$ cat src/rtl/point_segment_distance_2d_defines.svh
// Assertion macros shared by the point to segment distance RTL.
`ifndef POINT_SEGMENT_DISTANCE_2D_DEFINES_SVH
`define POINT_SEGMENT_DISTANCE_2D_DEFINES_SVH

// A property that must hold at every clock edge outside reset.
`define PSD_ASSERT(lbl, prop, msg) \
	lbl: assert property (@(posedge clk) disable iff (!arst_n) (prop)) else $error(msg);

// A condition that must be followed by another one in the next cycle.
`define PSD_ASSERT_NEXT(lbl, ante, cons, msg) \
	lbl: assert property (@(posedge clk) disable iff (!arst_n) (ante) |=> (cons)) else $error(msg);

`endif

$ cat src/rtl/psd_pkg.sv
// Types and constants of the point to segment distance pipeline.
`default_nettype none
package psd_pkg;

	localparam int COORD_WIDTH    = 16;
	localparam int QUOT_FRAC_BITS = 16;

	localparam int DIFF_W  = COORD_WIDTH + 1;
	localparam int PROD_W  = 2 * DIFF_W;
	localparam int DOT_W   = PROD_W + 1;
	localparam int DIV_W   = DOT_W - 1;
	localparam int OFFP_W  = QUOT_FRAC_BITS + DIFF_W;
	localparam int DSQ_W   = PROD_W;
	localparam int ROOT_W  = DSQ_W / 2;
	localparam int SQREM_W = ROOT_W + 3;

	typedef enum logic [1:0] {
		CASE_START    = 2'd0,
		CASE_END      = 2'd1,
		CASE_INTERIOR = 2'd2
	} case_t;

	typedef struct packed {
		logic signed [COORD_WIDTH-1:0] start_x;
		logic signed [COORD_WIDTH-1:0] start_y;
		logic signed [COORD_WIDTH-1:0] start_z;
		logic signed [COORD_WIDTH-1:0] end_x;
		logic signed [COORD_WIDTH-1:0] end_y;
		logic signed [COORD_WIDTH-1:0] end_z;
		logic signed [COORD_WIDTH-1:0] query_x;
		logic signed [COORD_WIDTH-1:0] query_y;
	} in_word_t;

	typedef struct packed {
		logic        [ROOT_W-1:0]      distance;
		logic signed [COORD_WIDTH-1:0] closest_x;
		logic signed [COORD_WIDTH-1:0] closest_y;
		logic signed [COORD_WIDTH-1:0] closest_z;
		case_t                         closest_case;
	} out_word_t;

	typedef struct packed {
		logic signed [COORD_WIDTH-1:0] closest_x;
		logic signed [COORD_WIDTH-1:0] closest_y;
		logic signed [COORD_WIDTH-1:0] closest_z;
		case_t                         closest_case;
	} tail_t;

	typedef struct packed {
		logic signed [COORD_WIDTH-1:0] sx;
		logic signed [COORD_WIDTH-1:0] sy;
		logic signed [COORD_WIDTH-1:0] sz;
		logic signed [COORD_WIDTH-1:0] ex;
		logic signed [COORD_WIDTH-1:0] ey;
		logic signed [COORD_WIDTH-1:0] ez;
		logic signed [COORD_WIDTH-1:0] qx;
		logic signed [COORD_WIDTH-1:0] qy;
		logic signed [DIFF_W-1:0]      vx;
		logic signed [DIFF_W-1:0]      vy;
		case_t                         kind;
	} mid_t;

endpackage
`default_nettype wire

$ cat src/rtl/psd_isqrt.sv
// Pipelined floor square root, one result bit per stage, with sideband.
`default_nettype none
module psd_isqrt (
	input  wire logic                      clk,
	input  wire logic                      arst_n,
	input  wire logic                      en,
	input  wire logic                      src_valid,
	input  wire logic [psd_pkg::DSQ_W-1:0] src_dsq,
	input  wire psd_pkg::tail_t            src_tail,
	output logic                           result_valid,
	output psd_pkg::out_word_t             result
);
	import psd_pkg::*;
	`include "point_segment_distance_2d_defines.svh"

	logic                vld_sq  [ROOT_W];
	logic [SQREM_W-1:0]  rem_sq  [ROOT_W];
	logic [ROOT_W-1:0]   root_sq [ROOT_W];
	logic [DSQ_W-1:0]    n_sq    [ROOT_W];
	tail_t               tail_sq [ROOT_W];

	logic [SQREM_W-1:0]  rem_d  [ROOT_W];
	logic [ROOT_W-1:0]   root_d [ROOT_W];
	logic [DSQ_W-1:0]    n_d    [ROOT_W];

	always_comb begin
		logic [SQREM_W-1:0] rp;
		logic [ROOT_W-1:0]  op;
		logic [DSQ_W-1:0]   np;
		logic [SQREM_W-1:0] rt;
		logic [SQREM_W-1:0] tr;
		for (int i = 0; i < ROOT_W; i++) begin
			if (i == 0) begin
				rp = '0;
				op = '0;
				np = src_dsq;
			end else begin
				rp = rem_sq[(i == 0) ? 0 : i - 1];
				op = root_sq[(i == 0) ? 0 : i - 1];
				np = n_sq[(i == 0) ? 0 : i - 1];
			end
			rt = {rp[SQREM_W-3:0], np[DSQ_W-1 -: 2]};
			tr = SQREM_W'({op, 2'b01});
			if (rt >= tr) begin
				rem_d[i]  = rt - tr;
				root_d[i] = {op[ROOT_W-2:0], 1'b1};
			end else begin
				rem_d[i]  = rt;
				root_d[i] = {op[ROOT_W-2:0], 1'b0};
			end
			n_d[i] = {np[DSQ_W-3:0], 2'b00};
		end
	end

	always_ff @(posedge clk or negedge arst_n) begin
		if (!arst_n) begin
			for (int i = 0; i < ROOT_W; i++)
				vld_sq[i] <= 1'b0;
		end else if (en) begin
			vld_sq[0] <= src_valid;
			for (int i = 1; i < ROOT_W; i++)
				vld_sq[i] <= vld_sq[i-1];
		end
	end

	always_ff @(posedge clk) begin
		if (en) begin
			for (int i = 0; i < ROOT_W; i++) begin
				rem_sq[i]  <= rem_d[i];
				root_sq[i] <= root_d[i];
				n_sq[i]    <= n_d[i];
			end
			tail_sq[0] <= src_tail;
			for (int i = 1; i < ROOT_W; i++)
				tail_sq[i] <= tail_sq[i-1];
		end
	end

	assign result_valid          = vld_sq[ROOT_W-1];
	assign result.distance       = root_sq[ROOT_W-1];
	assign result.closest_x      = tail_sq[ROOT_W-1].closest_x;
	assign result.closest_y      = tail_sq[ROOT_W-1].closest_y;
	assign result.closest_z      = tail_sq[ROOT_W-1].closest_z;
	assign result.closest_case   = tail_sq[ROOT_W-1].closest_case;

	`PSD_ASSERT_NEXT(a_hold_root, !en, $stable(root_sq[ROOT_W-1]), "Root changed while stalled.")
	`PSD_ASSERT_NEXT(a_hold_vld, !en, $stable(vld_sq[ROOT_W-1]), "Valid changed while stalled.")
	`PSD_ASSERT_NEXT(a_enter, en && src_valid, vld_sq[0], "Word lost at root entry.")

endmodule
`default_nettype wire

$ cat config.mk
export PLATFORM = sky130hd
export DESIGN_NAME = psd_isqrt
export DESIGN_NICKNAME = d
export VERILOG_FILES = /design/src/rtl/psd_pkg.sv /design/src/rtl/psd_isqrt.sv
export VERILOG_INCLUDE_DIRS = /design/src /design/src/rtl
export SDC_FILE = /design/constraint.sdc
export NUM_CORES = 1
export LEC_CHECK = 0
export BUFFER_PORTS_ARGS = -buffer_cell sky130_fd_sc_hd__buf_4
export CAP_MARGIN = 10
export CORE_UTILIZATION = 35
export CTS_CLUSTER_DIAMETER = 100
export DETAILED_ROUTE_END_ITERATION = 10
export GPL_TIMING_DRIVEN = 0
export PLACE_DENSITY_LB_ADDON = 0.15
export SLEW_MARGIN = 10
export SYNTH_ARGS = -nofsm -noshare
export SYNTH_HDL_FRONTEND = slang
export SYNTH_SLANG_ARGS = --single-unit
$ cat constraint.sdc
create_clock -name clk -period 2.6 [get_ports clk]
set_input_delay 0.78 -clock clk [delete_from_list [all_inputs] [get_ports clk]]
set_output_delay 0.78 -clock clk [all_outputs]
set_load 0.02 [all_outputs]
==> out/qor.csv <==
metric,value,unit
finalSetupTns,-2.98,ns
clock_power_share,38.2,%
io_pins,156,
vias,27300,
die_w,411,microns
reg2reg_from,n_sq[0][414]$_DFFE_PP_,
post_layout_nonfiller_instances,6080,
gr-total-overflow,0,
critical_path.top_delay_family,simple AND/OR/NAND/NOR gates,
antenna_left,0,
cp-startpoint,n_sq[0][414]$_DFFE_PP_,
hold_viol,0,
violations,negative setup slack,
yosysTopAreaCell,edfxtp_1,
max_clock_freq,0.358,GHz
synth_edf_count,1543,
crit_path_end_kind,register,
rr_worst_depth,9,
via_per_inst,4.49,
drc,0,
initial_core_util,35.3,%
die_h,411,microns
syn-cell-area,58500,sq um
period_share,108,%
fin_util,42.4,%
synth-seq-area-share,80.0,%
row_count,149,
rrSetupSlack,-0.20,ns
arrival,3.33,ns
p_leak,0.0253,uW
syn_area_per_cell,17.4,sq um
holdWs,0.157,ns
hold_path.class,in2reg,
layout_min_cycle_time,2.80,ns
status,finished with violations,
p_sw,13400,uW
post-place-cells,5704,
core,165000,sq um
cap_violations,0,
netlist_instances,3351,
cts_max_path_buffers,3,
skew,0.0453,ns
syn2layout_area_growth,19.9,%
num_antenna_cells,0,
r2r-end,rem_sq[0][274]$_DFFE_PP_,
io_buffers,155,
path_cells,inv_1 -> ha_2 -> nand2b_4 -> a21oi_2 -> a211o_1 -> and3_4 -> or4b_4 -> buf_12 -> mux2_4,
yosysMostFrequentCell,edfxtp_1,
cts_tree,yes,
root_buffer,clkbuf_16,
final_layout_size_suffix_gt1_share,20.7,%
worstPathRequired,3.13,ns
grt_max_degree,165,
clkSlewWorstSetupHoldPaths,0.06,ns
synth_commonest_cells,"1543 x edfxtp_1, 202 x inv_1, 178 x nor2_1",
slew_violations,0,
worstSkewPairLatency,0.79,ns
dp_hpwl,50.3,mm
dr.pass1.iters,5,
p_comb_share,9.6,%
grt_pass1_wl,138,mm
setup_violations,40,
dr.first_iter.drc_count,1606,
path_depth,9,
worst_pin_slew,0.921,ns
p_int,46400,uW
synth_flop_cell,edfxtp_1,
crit_fanout,5,
p_per_area,853,nW/um^2
die_area,169000,sq um
ys_ff_latch,1560,
cpPeakStageDelay,0.62,ns
wirelength,87.2,mm
yosys_warnings,0,
criticalPathCategory,reg2reg,
pwr-share-seq,52.1,%
p_sw_share,22.4,%
wl_per_cell,14.3,microns
async_flop_share,1.09,%
htree_num_levels,4,
critPathBufInv,2,
gp_congestion,0.900,
post-place-ws,-1.30,ns
vdd_ir_drop_max,0.691,mV
antenna_found_initial,1,
cts_made_buffers,172,
syn-num-nets,3610,
synth_top_area_share,79.3,%
slowest_stage,or4b_4,
rsz0062_at_grt,yes,
grt_usage,10.2,%
relSlewSlack,38.6,%
cp-endpoint,rem_sq[0][274]$_DFFE_PP_,
final_nets,4019,
fin_ws,-0.196,ns
grt_pass1_vias,27600,
cts.sinks,1560,
cp-start-kind,register,
synth.area.top_cells,"edfxtp_1 79%, ha_1 3.7%, xnor2_1 1.6%, xor2_1 1.4%, a21oi_1 1.4%",
synth_cell_type_count,77,
-- metal layers --
metal  global-route usage, %  vias to the layer above  wire length (microns)
li1                        -                    13500                      -
met1                    11.3                    13200                  36100
met2                    17.7                      436                  43900
met3                    2.58                      254                   3330
met4                    5.87                        0                   3900
met5                       0                        -                      0
-- logic make-up after synthesis --
family / count (synthesis) / synth area share (%)
adder cells (fa/ha/maj): 171 / 3.66
flip-flops: 1560 / 80.0
AO/OA/AOI/OAI: 462 / 4.88
multiplexers: 54 / 1.06
other: 1 / 0.00642
AND/OR/NAND/NOR: 608 / 5.12
buffers and inverters: 293 / 2.24
XOR/XNOR: 202 / 3.04
-- registers in the layout, indices dropped and copies added (netlist names) --
signal	cells
n_sq	272
rem_sq	268
result_valid	1
root_sq	153
tail_sq	850
vld_sq	16
-- worst min-delay path by stage --
stage	slack, ns	endpoint	startpoint	depth (start not counted)
floorplan	0.40	n_sq[0][102]$_DFFE_PP_	n_sq[0][68]$_DFFE_PP_	0
global placement	0.40	tail_sq[0][355]$_DFFE_PP_	tail_sq[0][305]$_DFFE_PP_	0
detailed placement	0.40	n_sq[0][111]$_DFFE_PP_	n_sq[0][77]$_DFFE_PP_	0
CTS	0.05	tail_sq[0][23]$_DFFE_PP_	src_tail[23]	1
global route	0.07	tail_sq[0][23]$_DFFE_PP_	src_tail[23]	1
finish	0.16	tail_sq[0][23]$_DFFE_PP_	src_tail[23]	1
-- stage by stage --
step | total power (uW) | area (sq um)
5_1_grt | 62600 | 70100
3_5_place_dp | 36800 | 62700
6_report | 59800 | 70100
3_3_place_gp | 37200 | 62400
4_1_cts | 60500 | 69300
2_1_floorplan | 34900 | 58500
-- power by group through the flow --
stage | Combinational, uW | Clock (uW) | Sequential [uW]
5_1_grt | 6420 | 24800 | 31400
6_report | 5770 | 22900 | 31100
3_3_place_gp | 5010 | 0 | 32200
3_5_place_dp | 5120 | 0 | 31600
4_1_cts | 5500 | 23900 | 31100
2_1_floorplan | 3560 | 0 | 31300
-- repair_timing --
action                                 4_1_cts  5_1_grt
gates cloned                                 8        1
setup endpoints to repair                  511      292
resized for setup                          166      161
endpoints found under the hold margin       17        0
hold buffers                                 1        0
setup buffers                               45       35
pin swaps                                   29       41
-- placed cells by master, fill, tap and decap left out, types with 16 or more instances in the layout --
cell type,count
edfxtp_1,1543
buf_4,275
inv_1,186
clkbuf_16,176
nor2_1,152
a21oi_1,144
nand2_1,132
ha_1,130
xnor2_1,105
o21ai_0,100
xor2_1,95
nor3_1,49
clkbuf_1,48
mux2_2,46
clkinv_1,39
nand2b_1,35
a21o_1,35
nand3_1,32
o21a_1,29
ha_4,29
nor2b_1,21
a21oi_2,20
nand4_1,19
nor2_2,19
or3_1,17
dfrtp_1,17
inv_2,16
nor4_1,16
clkinv_2,16
-- cell type report --
| type | instances | area [sq um] |
|---|---|---|
| clock inverter | 81 | 741 |
| timing repair buffer | 251 | 2310 |
| inverter | 202 | 758 |
| tap | 2189 | 2740 |
| fill | 14600 | 95300 |
| buffer | 75 | 631 |
| clock buffer | 224 | 4600 |
| sequential | 1560 | 46800 |
| multi-input combinational | 1498 | 11500 |
Power figures use the tool's default switching activity.
